File: src/hw/rtl/vlmr_pkg.sv
// Shared types, constants and helpers for the variable-length message ring.
// Used by the controller, the datapath and the top level; depends on nothing else.
`timescale 1ns / 1ps
`default_nettype none

package vlmr_pkg;

  // Ring geometry. The ring depth is a power of two so that pointer
  // increments wrap on their own.
  localparam int RING_AW           = 8;
  localparam int RING_WORDS        = 1 << RING_AW;
  localparam int WORD_W            = 32;
  localparam int LEN_W             = 9;
  localparam int MSGW_W            = 8;   // word count of a raw length, up to 128
  localparam int LEFT_W            = 7;   // words left in a push or a pop
  localparam int COUNT_W           = 8;
  localparam int MAX_MESSAGE_WORDS = 64;
  localparam int BYTE_SHIFT        = 2;   // four bytes per word
  localparam int ROOM_W            = RING_AW + 2;

  localparam logic [COUNT_W-1:0] COUNT_FULL = '1;

  // Request operation codes.
  localparam logic OP_PUSH = 1'b0;
  localparam logic OP_POP  = 1'b1;

  // Result kinds.
  localparam logic [1:0] KIND_PUSH_OK   = 2'd0;
  localparam logic [1:0] KIND_PUSH_FULL = 2'd1;
  localparam logic [1:0] KIND_POP_WORD  = 2'd2;
  localparam logic [1:0] KIND_POP_EMPTY = 2'd3;

  // Commands from the controller to the datapath.
  typedef enum logic [3:0] {
    CMD_NONE,
    CMD_PUSH_DROP,
    CMD_PUSH_BODY,
    CMD_PUSH_REJECT,
    CMD_PUSH_HEAD,
    CMD_PUSH_FIRST,
    CMD_POP_EMPTY,
    CMD_POP_HDR_RD,
    CMD_POP_START,
    CMD_POP_WORD
  } cmd_t;

  // Status from the datapath back to the controller.
  typedef struct packed {
    logic out_free;    // result register can take a result this cycle
    logic left_nz;     // a push is in progress
    logic rejected;    // the push in progress was refused
    logic fits;        // a new push of the offered length has room
    logic count_zero;  // no message stored
    logic pop_last;    // the word now read is the last of the message
  } stat_t;

  // Number of words that a byte length occupies, rounded up.
  function automatic logic [MSGW_W-1:0] words_of(input logic [LEN_W-1:0] len);
    logic [LEN_W:0] sum;
    begin
      sum = {1'b0, len} + (LEN_W+1)'((1 << BYTE_SHIFT) - 1);
      words_of = sum[LEN_W:BYTE_SHIFT];
    end
  endfunction

endpackage

`default_nettype wire

File: src/hw/rtl/vlmr_ctrl.sv
// Controller state machine of the message ring: sequences push and pop requests.
// Depends on vlmr_pkg for the command and status types.
`timescale 1ns / 1ps
`default_nettype none

module vlmr_ctrl (
  input  wire logic            clk,
  input  wire logic            rst_n,
  input  wire logic            in_tvalid,
  input  wire logic            in_op,
  input  wire vlmr_pkg::stat_t stat,
  output logic                 in_tready,
  output vlmr_pkg::cmd_t       cmd
);

  typedef enum logic [1:0] {
    ST_IDLE,
    ST_PUSH_FIRST,
    ST_POP_HDR,
    ST_POP_WORD
  } state_t;

  state_t state_r, state_nxt;

  always_comb begin
    cmd       = vlmr_pkg::CMD_NONE;
    state_nxt = state_r;
    in_tready = (state_r == ST_IDLE) && stat.out_free;
    case (state_r)
      ST_IDLE: begin
        if (in_tvalid && stat.out_free) begin
          if (in_op == vlmr_pkg::OP_PUSH) begin
            if (stat.left_nz) begin
              cmd = stat.rejected ? vlmr_pkg::CMD_PUSH_DROP : vlmr_pkg::CMD_PUSH_BODY;
            end else if (stat.fits) begin
              cmd       = vlmr_pkg::CMD_PUSH_HEAD;
              state_nxt = ST_PUSH_FIRST;
            end else begin
              cmd = vlmr_pkg::CMD_PUSH_REJECT;
            end
          end else if (stat.count_zero) begin
            cmd = vlmr_pkg::CMD_POP_EMPTY;
          end else begin
            cmd       = vlmr_pkg::CMD_POP_HDR_RD;
            state_nxt = ST_POP_HDR;
          end
        end
      end
      ST_PUSH_FIRST: begin
        // The result register drained when the request was taken.
        cmd       = vlmr_pkg::CMD_PUSH_FIRST;
        state_nxt = ST_IDLE;
      end
      ST_POP_HDR: begin
        cmd       = vlmr_pkg::CMD_POP_START;
        state_nxt = ST_POP_WORD;
      end
      ST_POP_WORD: begin
        if (stat.out_free) begin
          cmd = vlmr_pkg::CMD_POP_WORD;
          if (stat.pop_last) begin
            state_nxt = ST_IDLE;
          end
        end
      end
      default: begin
        state_nxt = ST_IDLE;
      end
    endcase
  end

  always_ff @(posedge clk) begin
    if (!rst_n) begin
      state_r <= ST_IDLE;
    end else begin
      state_r <= state_nxt;
    end
  end

endmodule

`default_nettype wire

File: config.mk
export PLATFORM = sky130hd
export DESIGN_NAME = vlmr_ctrl
export DESIGN_NICKNAME = d
export VERILOG_FILES = /design/src/hw/rtl/vlmr_pkg.sv /design/src/hw/rtl/vlmr_ctrl.sv
export SDC_FILE = /design/constraint.sdc
export NUM_CORES = 1
export LEC_CHECK = 0
export BUFFER_PORTS_ARGS = -buffer_cell sky130_fd_sc_hd__buf_2
export CAP_MARGIN = 10
export CORE_AREA = 2 2 39 41
export CTS_CLUSTER_DIAMETER = 150
export DETAILED_ROUTE_END_ITERATION = 16
export DIE_AREA = 0 0 41 43
export GPL_TIMING_DRIVEN = 0
export PLACE_DENSITY = 0.38
export SLEW_MARGIN = 40
export SYNTH_ARGS = -nofsm -noshare
export SYNTH_HDL_FRONTEND = slang
export SYNTH_SLANG_ARGS = --single-unit
File: constraint.sdc
create_clock -name clk -period 3.2 [get_ports clk]
set_input_delay 0.32 -clock clk [delete_from_list [all_inputs] [get_ports clk]]
set_output_delay 0.32 -clock clk [all_outputs]
set_load 0.02 [all_outputs]
==> results of run 1 <==
per-layer routing:
metal,vias up,routed length (um)
li1,125,-
met1,98,234
met5,-,0
met2,11,233
met3,2,52
met4,0,17
how the worst max path moves through the flow:
stage / startpoint / to / slack (ns) / cells past startpoint
after floorplan: stat[5] / cmd[0] / 1.69 / 3
after global placement: stat[5] / cmd[0] / 1.70 / 5
after detailed placement: stat[5] / cmd[0] / 1.70 / 5
after CTS: stat[5] / cmd[0] / 1.70 / 5
after global routing: state_r[1]$_SDFFE_PN0P_ / cmd[0] / 1.61 / 4
final: stat[5] / cmd[0] / 1.72 / 5
final cells by class:
| type | count | area share |
|---|---|---|
| multi-input combinational | 20 | 0.433 |
| timing repair buffer | 14 | 0.242 |
| sequential | 2 | 0.139 |
| clock buffer | 3 | 0.0779 |
| tap | 16 | 0.0693 |
| inverter | 3 | 0.0390 |
metrics by stage:
step	setup WS [ns]	cell area (sq um)	cells
global route	1.61	289	58
detailed placement	1.70	267	55
floorplan	1.69	176	25
finish	1.72	289	58
global placement	1.70	267	55
CTS	1.70	289	58
logic make-up after synthesis:
kind of cell           after synthesis  synth area share
and+or+nand+nor                     10             0.355
AOI/OAI and AO/OA                   10             0.355
DFF                                  2             0.227
buffers and inverters                3            0.0638
worst register-to-register path: stages, from the launching register on:
cell      delay (ns)
dfxtp_1         0.36
or4_1           0.55
a21boi_1        0.16
power breakdown:
part           internal [mW]  switching, mW
combinational         0.0120         0.0146
clock                 0.0414         0.0145
sequential            0.0260        0.00125
cells in the final DEF (no fill, tap or decap):
| master | instances |
|---|---|
| clkbuf_4 | 3 |
| a21oi_1 | 4 |
| inv_1 | 2 |
| o21a_1 | 1 |
| or4_1 | 2 |
| buf_2 | 14 |
| nor4_1 | 1 |
| o21ai_0 | 2 |
| nor3_1 | 1 |
| dfxtp_1 | 2 |
| a211o_2 | 1 |
| nand2b_4 | 1 |
| a21boi_1 | 2 |
| inv_2 | 1 |
| nand2b_1 | 1 |
| nand3_1 | 1 |
| nand2_1 | 3 |
==> results by group, run 1 <==
Global route
  – Overall routing resource usage: 0.0661
  – Largest net degree at the start of global routing: 9
  – Met3 Use GR: 0.0157
  – Gr busiest metal: met2
  – GR Util met1: 0.0732
  – Global-route wire length before repair: 772 um
  – Initial antenna violation count: 0
  – Routing usage on met2: 0.0969
  – Gr ovfl total: 0
  – Number of global-route vias before repair: 210

STA
  – Setup Skew: 0.00109 ns
  – Peak Freq: 676 MHz
  – Max Slew Vio Count: 0
  – Worst slew margin: 0.844
  – Period utilisation layout: 0.462
  – Fin. Hold Viols: 0
  – Setup violators final: 0
  – RSZ-0062 raised after global routing: no
  – Post-route setup TNS: 0 ns
  – Fin Hold WS: 0.346 ns
  – Tightest Pin Transition: 0.234 ns
  – Fin crit period: 1.48 ns

Floorplan
  – Core area: 1380 sq um
  – Die Area: 1760 sq um
  – Core Rows: 14
  – Initial core utilization: 0.127
  – Die Y: 43 um
  – IO Count: 15
  – Die width: 41 um

Power
  – Maximum vdd ir drop: 145 uV
  – Total power: 110 uW
  – Leak: 0.142 nW
  – Power Density: 380 nW/um^2

Logic synthesis
  – Post-synth EDFFs: 0
  – Yosys cell types: 15
  – Seq/Total Area, Yosys: 0.227
  – Synth Register Bits: 2
  – Mean Syn Cell Area: 7.06 sq um
  – Predominant post-synthesis flop cell: dfxtp_1
  – Synth cell count leaders: a21oi_1, nand2_1
  – Syn_nets: 35
  – Cells after Synth: 25
  – FFs w/ async S/R, synth: 0
  – Mapped cell area: 176 sq um
  – Top post-synthesis cells by area: dfxtp_1, a21oi_1, a21boi_1, or4_1, nand2b_4
  – Top cell type's share of synthesized area: 0.227
  – Synthesis warning total: 0
  – Synth area leader: dfxtp_1
  – Most numerous cell in the Yosys netlist: a21oi_1

Critical path
  – CP most frequent cell: buf_2
  – Flop2flop setup slack: 2.06 ns
  – CP delay by family, top: compound AO/OA/AOI/OAI gates
  – Path type of the worst setup path: input pin to output port
  – CP peak stage delay: 0.31 ns
  – Worst endpoint required time: 2.88 ns
  – CP max FO: 5
  – Depth of the worst register-to-register path: 2
  – CP arrival: 1.16 ns
  – Worst-path cell chain: buf_2 > nand2_1 > a211o_2 > o21ai_0 > buf_2
  – CP startpoint kind: input pin
  – CP max-delay cell: a211o_2
  – CP Capture Type: output port
  – FF-to-FF Start: state_r[0]$_SDFFE_PN0P_
  – Worst path bufs/invs: 2
  – Worst R2R End: state_r[0]$_SDFFE_PN0P_

Detailed routing
  – Final wirelength: 537 um
  – Vias after detailed routing: 236
  – Antenna Violating Nets Remaining: 0
  – Vias per cell: 4.07
  – Initial DRC Count: 2
  – First drt pass iteration count: 2
  – WL per Instance: 9.26 um
  – DRC Markers: 0

Clock tree
  – Clock insertion delay at the later pin of the skew report: 0.22 ns
  – Clock tree buffer depth: 2
  – Root Buffer: clkbuf_4
  – Number of instances resized during post-cts repair: 0
  – Setup bufs post-CTS: 0
  – Clk slew on worst S/H paths: 0.03 ns
  – Sink Count: 2
  – CTS tree: done
  – Post-CTS Hold Fix Bufs: 0
  – Num CTS Buffers: 3
  – H-tree levels: 1

Run status
  – Outcome: completed

Min path
  – Min-Delay Path Class: input pin to register
  – Hold depth: 2
  – Hold Startpoint: rst_n
  – Hold endpoint: state_r[1]$_SDFFE_PN0P_

Cells and area
  – Fin util: 0.209
  – Fillers: 174
  – Area occupied by multi-input gates: 125 sq um
  – Nets: 54
  – Ant diodes: 0
  – Max reg flops: 2
  – Layout area overhead: 63.8%
  – Most flops, register: state_r
  – Share of cells above drive strength 1: 0.476
  – Top flop regs: state_r: 2 flops
  – Register area: 40.0 sq um

Place
  – IO buf count: 14
  – DP HPWL: 439 um
  – GP Congestion: 0.628

Run
  – Max cap viols: 0
(Power assumes the default switching activity.)
==> run 2: changes to the inputs <==
--- a/config.mk
+++ b/config.mk
@@ -5,6 +5,7 @@
 export SDC_FILE = /design/constraint.sdc
 export NUM_CORES = 1
 export LEC_CHECK = 0
+export ABC_AREA = 1
 export BUFFER_PORTS_ARGS = -buffer_cell sky130_fd_sc_hd__buf_2
 export CAP_MARGIN = 10
 export CORE_AREA = 2 2 39 41
@@ -12,7 +13,7 @@
 export DETAILED_ROUTE_END_ITERATION = 16
 export DIE_AREA = 0 0 41 43
 export GPL_TIMING_DRIVEN = 0
-export PLACE_DENSITY = 0.38
+export PLACE_DENSITY = 0.4
 export SLEW_MARGIN = 40
 export SYNTH_ARGS = -nofsm -noshare
 export SYNTH_HDL_FRONTEND = slang
==> constraint.sdc (replaced) <==
create_clock -name clk -period 1.4 [get_ports clk]
set_input_delay 0.14 -clock clk [delete_from_list [all_inputs] [get_ports clk]]
set_output_delay 0.14 -clock clk [all_outputs]
set_load 0.02 [all_outputs]
==> run 2 against run 1 <==
Against the previous run:
- area after synthesis increased by 9.2%
- die area is the same
- combinational power rose to 3.0 times the previous value
- register-to-register slack worse by 1.5 ns
- clock skew fell by 0.0010 ns
- first-iteration DRC count rose by 50%
- clock power up 130%
- worst setup slack lost 1.6 ns
- critical path type is now register to output port
- critical endpoint is now cmd[1]
- highest routed layer is now met3
==> results by group, run 2 <==
STA
  – Setup Skew: 0.0000380 ns (-0.00105 ns)
  – Fin crit period: 1.31 ns
  – Max Slew Vio Count: 0 (unchanged)
  – Post-route setup TNS: 0 ns (unchanged)
  – Worst slew margin: 0.837 (-0.00670)
  – Tightest Pin Transition: 0.244 ns (+0.0100 ns)
  – Setup violators final: 0 (unchanged)
  – Period utilisation layout: 0.935
  – Peak Freq: 764 MHz
  – RSZ-0062 raised after global routing: no
  – Fin Hold WS: 0.153 ns (-0.194 ns)
  – Fin. Hold Viols: 0 (unchanged)

Logic synthesis
  – Cells after Synth: 37 (+48%)
  – Synthesis warning total: 0 (unchanged)
  – Seq/Total Area, Yosys: 0.208 (-0.0192)
  – Most numerous cell in the Yosys netlist: nand2_1
  – Top post-synthesis cells by area: dfxtp_1, a21oi_1, nand2_1, inv_1, nor2_1
  – Synth area leader: dfxtp_1
  – Mapped cell area: 193 sq um (+9.2%)
  – Predominant post-synthesis flop cell: dfxtp_1
  – Synth cell count leaders: nand2_1, inv_1, a21oi_1
  – Top cell type's share of synthesized area: 0.208 (-0.0192)
  – Yosys cell types: 10 (-5)
  – Post-synth EDFFs: 0 (unchanged)
  – Synth Register Bits: 2 (unchanged)
  – Mean Syn Cell Area: 5.21 sq um (-26%)
  – FFs w/ async S/R, synth: 0 (unchanged)
  – Syn_nets: 47 (+34%)

Floorplan
  – Initial core utilization: 0.139 (+0.0118)
  – Die width: 41 um (unchanged)
  – Core Rows: 14 (unchanged)
  – IO Count: 15 (unchanged)
  – Die Y: 43 um (unchanged)
  – Core area: 1380 sq um (unchanged)
  – Die Area: 1760 sq um (unchanged)

Power
  – Leak: 0.186 nW (+31%)
  – Total power: 269 uW (+150%)
  – Maximum vdd ir drop: 374 uV (+160%)
  – Power Density: 875 nW/um^2 (+130%)

Critical path
  – CP arrival: 1.17 ns (about the same)
  – CP max FO: 7 (+2)
  – Worst-path cell chain: nor2_2 > inv_1 > nor3_1 > buf_2
  – Worst path bufs/invs: 2 (unchanged)
  – WP depth: 4 (-1)
  – CP max-delay cell: dfxtp_1
  – Depth of the worst register-to-register path: 4 (+2)
  – Worst endpoint required time: 1.26 ns (-1.62 ns)
  – Path type of the worst setup path: register to output port
  – CP peak stage delay: 0.36 ns (+0.05 ns)
  – CP Capture Type: output port
  – CP startpoint kind: register
  – CP delay by family, top: flip-flops

Clock tree
  – Num CTS Buffers: 3 (unchanged)
  – H-tree levels: 1 (unchanged)
  – Sink Count: 2 (unchanged)
  – Clock insertion delay at the later pin of the skew report: 0.22 ns (about the same)
  – CTS tree: done
  – Clock tree buffer depth: 2 (unchanged)
  – Root Buffer: clkbuf_4
  – Clk slew on worst S/H paths: 0.03 ns (about the same)
  – Post-CTS Hold Fix Bufs: 0 (unchanged)

Detailed routing
  – Initial DRC Count: 3 (+1)
  – DRC Markers: 0 (unchanged)
  – Final wirelength: 553 um (+3.0%)
  – WL per Instance: 7.90 um (-15%)
  – Antenna Violating Nets Remaining: 0 (unchanged)
  – Vias per cell: 3.91 (-3.8%)
  – First drt pass iteration count: 4 (+2)
  – Vias after detailed routing: 274 (+16%)

Run status
  – Outcome: completed

Cells and area
  – Layout area overhead: 59.7%
  – Nets: 66 (+22%)
  – Commonest non-fill, non-tap cell in the layout: buf_2
  – Fin util: 0.222 (+0.0136)
  – Ant diodes: 0 (unchanged)
  – Share of cells above drive strength 1: 0.352 (-0.124)
  – Top flop regs: state_r: 2 flops
  – Most frequent cells in the layout: buf_2, nand2_1, inv_1
  – Max reg flops: 2 (unchanged)
  – Most flops, register: state_r

Min path
  – Min-Delay Path Class: input pin to register
  – Hold depth: 3 (+1)

Global route
  – Global-route wire length before repair: 876 um (+13%)
  – Overall routing resource usage: 0.0742 (+0.00816)
  – Initial antenna violation count: 0 (unchanged)
  – Number of global-route vias before repair: 257 (+22%)
  – Gr ovfl total: 0 (unchanged)
  – Largest net degree at the start of global routing: 8 (-1)

Run
  – Max cap viols: 0 (unchanged)

Place
  – IO buf count: 14 (unchanged)
  – GP Congestion: 0.675 (+7.5%)
  – DP HPWL: 462 um (+5.2%)
run 2: power breakdown:
| group | internal (mW) | switching, mW |
|---|---|---|
| Clock | 0.0944 | 0.0315 |
| Combinational | 0.0313 | 0.0478 |
| Sequential | 0.0603 | 0.00412 |
run 2: what timing repair did:
item,in CTS,in global routing
endpoints found under the setup margin,0,2
gates resized for setup,0,1
buffers inserted,0,0
run 2: per-layer routing:
| layer | up-vias | wire length (um) | track usage |
|---|---|---|---|
| met5 | - | 0 | 0 |
| met4 | 0 | 0 | 0.0800 |
| met3 | 0 | 19 | 0 |
| met2 | 6 | 299 | 0.116 |
| met1 | 114 | 234 | 0.0801 |
| li1 | 154 | - | - |
run 2: final cells by class:
cell class	instances	area (sq um)
well taps	16	20.0
clock buffers	3	22.5
flip-flops and latches	2	40.0
multi-input cells	27	125
fillers	167	1080
inverters	8	30.0
repair buffers	14	70.1
run 2: path summary, 6_finish.rpt:
check,startpoint,slack [ns],end
setup reg to reg,state_r[1]$_SDFFE_PN0P_,0.54,state_r[1]$_SDFFE_PN0P_
hold / removal,rst_n,0.15,state_r[1]$_SDFFE_PN0P_
setup / recovery,state_r[0]$_SDFFE_PN0P_,0.09,cmd[1]
hold reg to reg,state_r[1]$_SDFFE_PN0P_,0.54,state_r[1]$_SDFFE_PN0P_
run 2: cells by family (layout without fill, tap and decap cells):
group / Yosys count / count (layout) / synth area share
AO/OA/AOI/OAI: 10 / 10 / 0.273
buffers and inverters: 8 / 25 / 0.156
flip-flops: 2 / 2 / 0.208
AND/OR/NAND/NOR: 17 / 17 / 0.364
run 2: worst register-to-register path, delay by kind of cell (launching register included):
family          cells  cell delay (ns)
flops               1             0.36
compound gates      2             0.25
buf+inv             1             0.10
simple gates        1             0.07
run 2: metrics by stage:
step,worst slack [ns],cells,instance area (sq um)
3_5_place_dp,0.287,67,283
2_1_floorplan,0.218,37,193
3_3_place_gp,0.313,67,283
5_1_grt,0.0175,70,308
6_report,0.0905,70,308
4_1_cts,0.0384,70,305
==> run 3: changes to the inputs <==
--- a/config.mk
+++ b/config.mk
@@ -5,7 +5,6 @@
 export SDC_FILE = /design/constraint.sdc
 export NUM_CORES = 1
 export LEC_CHECK = 0
-export ABC_AREA = 1
 export BUFFER_PORTS_ARGS = -buffer_cell sky130_fd_sc_hd__buf_2
 export CAP_MARGIN = 10
 export CORE_AREA = 2 2 39 41
@@ -13,7 +12,7 @@
 export DETAILED_ROUTE_END_ITERATION = 16
 export DIE_AREA = 0 0 41 43
 export GPL_TIMING_DRIVEN = 0
-export PLACE_DENSITY = 0.4
+export PLACE_DENSITY = 0.38
 export SLEW_MARGIN = 40
 export SYNTH_ARGS = -nofsm -noshare
 export SYNTH_HDL_FRONTEND = slang
==> run 3 against run 2 <==
Against the previous run:
- worst hold slack improved by 0.013 ns
- sequential cell count unchanged
- clock-buffer cell count did not move
- wire length fell by 2.9%
- sequential power fell by 3%
- critical path depth down 1
- sequential share of layout area increased by 1.2 points
- register-to-register slack lost 0.28 ns
- first-iteration DRC count fell by 33%
==> results by group, run 3 (synthesis results as in run 1) <==
STA
  – Fin crit period: 1.27 ns (-0.0371 ns)
  – Setup Skew: 0.00109 ns (+0.00105 ns)
  – Post-route setup slack: 0.128 ns (+0.0371 ns)
  – Worst slew margin: 0.844 (+0.00670)
  – Fin. Hold Viols: 0 (unchanged)
  – Tightest Pin Transition: 0.234 ns (-0.0100 ns)
  – Peak Freq: 786 MHz (+2.9%)
  – Period utilisation layout: 0.909 (-0.0265)
  – Fin Hold WS: 0.166 ns (+0.0135 ns)
  – Post-route setup TNS: 0 ns (unchanged)
  – Max Slew Vio Count: 0 (unchanged)
  – Setup violators final: 0 (unchanged)
  – RSZ-0062 raised after global routing: no

Critical path
  – CP Capture Type: output port
  – Worst-path cell chain: a211o_2 > o21ai_0 > buf_2
  – Path type of the worst setup path: register to output port
  – CP startpoint kind: register
  – CP max-delay cell: dfxtp_2
  – CP max FO: 5 (-2)
  – Worst endpoint required time: 1.26 ns (about the same)
  – CP peak stage delay: 0.33 ns (-0.03 ns)
  – CP arrival: 1.13 ns (-0.04 ns)

Floorplan
  – IO Count: 15 (unchanged)
  – Die Area: 1760 sq um (unchanged)
  – Core area: 1380 sq um (unchanged)
  – Die Y: 43 um (unchanged)
  – Initial core utilization: 0.127 (-0.0118)
  – Die width: 41 um (unchanged)
  – Core Rows: 14 (unchanged)

Clock tree
  – Clk slew on worst S/H paths: 0.03 ns (about the same)
  – CTS tree: done
  – Sink Count: 2 (unchanged)
  – Root Buffer: clkbuf_4
  – Clock insertion delay at the later pin of the skew report: 0.22 ns (about the same)
  – H-tree levels: 1 (unchanged)
  – Num CTS Buffers: 3 (unchanged)
  – Clock tree buffer depth: 2 (unchanged)
  – Post-CTS Hold Fix Bufs: 0 (unchanged)

Global route
  – Initial antenna violation count: 0 (unchanged)
  – Routing usage on met2: 0.0969 (-0.0188)
  – Gr ovfl total: 0 (unchanged)
  – Gr busiest metal: met2
  – Global-route wire length before repair: 772 um (-12%)
  – Largest net degree at the start of global routing: 9 (+1)
  – Overall routing resource usage: 0.0661 (-0.00816)
  – GR Util met1: 0.0732 (-0.00688)
  – Number of global-route vias before repair: 210 (-18%)
  – Met3 Use GR: 0.0157 (+0.0157)

Detailed routing
  – Initial DRC Count: 2 (-1)
  – WL per Instance: 9.26 um (+17%)
  – Vias per cell: 4.07 (+4.0%)
  – Final wirelength: 537 um (-2.9%)
  – DRC Markers: 0 (unchanged)
  – Antenna Violating Nets Remaining: 0 (unchanged)
  – First drt pass iteration count: 2 (-2)
  – Vias after detailed routing: 236 (-14%)

Place
  – Dpl ws: 0.261 ns (-0.0260 ns)
  – DP HPWL: 439 um (-4.9%)
  – GP Congestion: 0.628 (-7.0%)
  – IO buf count: 14 (unchanged)

Cells and area
  – Most frequent cells in the layout: buf_2, a21oi_1, nand2_1, clkbuf_4
  – Layout area overhead: 64.5%
  – Max reg flops: 2 (unchanged)
  – Ant diodes: 0 (unchanged)
  – Share of cells above drive strength 1: 0.500 (+0.148)
  – Commonest non-fill, non-tap cell in the layout: buf_2
  – Top flop regs: state_r: 2 flops
  – Nets: 54 (-18%)
  – Most flops, register: state_r

Power
  – Leak: 0.143 nW (-23%)
  – Total power: 251 uW (-6.8%)
  – Maximum vdd ir drop: 331 uV (-12%)
  – Power Density: 865 nW/um^2 (-1.2%)

Min path
  – Min-Delay Path Class: input pin to register

Run
  – Max cap viols: 0 (unchanged)

Run status
  – Outcome: completed
[run 3: final timing paths]
kind	startpoint	endpoint	slack, ns	cells past startpoint
setup reg to reg	state_r[0]$_SDFFE_PN0P_	state_r[0]$_SDFFE_PN0P_	0.26	2
hold / removal	rst_n	state_r[1]$_SDFFE_PN0P_	0.17	2
hold reg to reg	state_r[1]$_SDFFE_PN0P_	state_r[1]$_SDFFE_PN0P_	0.51	2
setup / recovery	state_r[1]$_SDFFE_PN0P_	cmd[0]	0.13	3
[run 3: layer usage]
layer,part of all wire,vias up,routed length (um)
met2,0.43,11,233
met4,0.032,0,17
met1,0.44,98,234
met3,0.097,2,52
met5,0,-,0
li1,-,125,-
[run 3: area by class of cell]
cell class / count / area, sq um
Sequential cell: 2 / 41.3
Timing Repair Buffer: 14 / 70.1
Clock buffer: 3 / 22.5
Fill cell: 173 / 1090
Tap cell: 16 / 20.0
Multi-Input combinational cell: 20 / 125
Inverter: 3 / 11.3
[run 3: worst max-delay path: cells and delay by family, from the launching register on]
kind	cells	cell delay (ns)
compound gates	2	0.40
flops	1	0.33
buf+inv	1	0.18
[run 3: report_power, final]
group	total [mW]	switching (mW)	internal, mW
clock	0.128	0.0332	0.0946
combinational	0.0609	0.0334	0.0275
sequential	0.0624	0.00286	0.0595
[run 3: timing repair]
| action | 4_1_cts | 5_1_grt |
|---|---|---|
| gates resized for setup | 0 | 1 |
| setup endpoints to repair | 0 | 1 |
| buffers inserted | 0 | 0 |
[run 3: metrics by stage]
stage / utilization / instances / instance area, sq um
6_report: 0.210 / 58 / 290
5_1_grt: 0.210 / 58 / 290
3_5_place_dp: 0.193 / 55 / 267
2_1_floorplan: - / 25 / 176
4_1_cts: 0.209 / 58 / 289
3_3_place_gp: 0.193 / 55 / 267
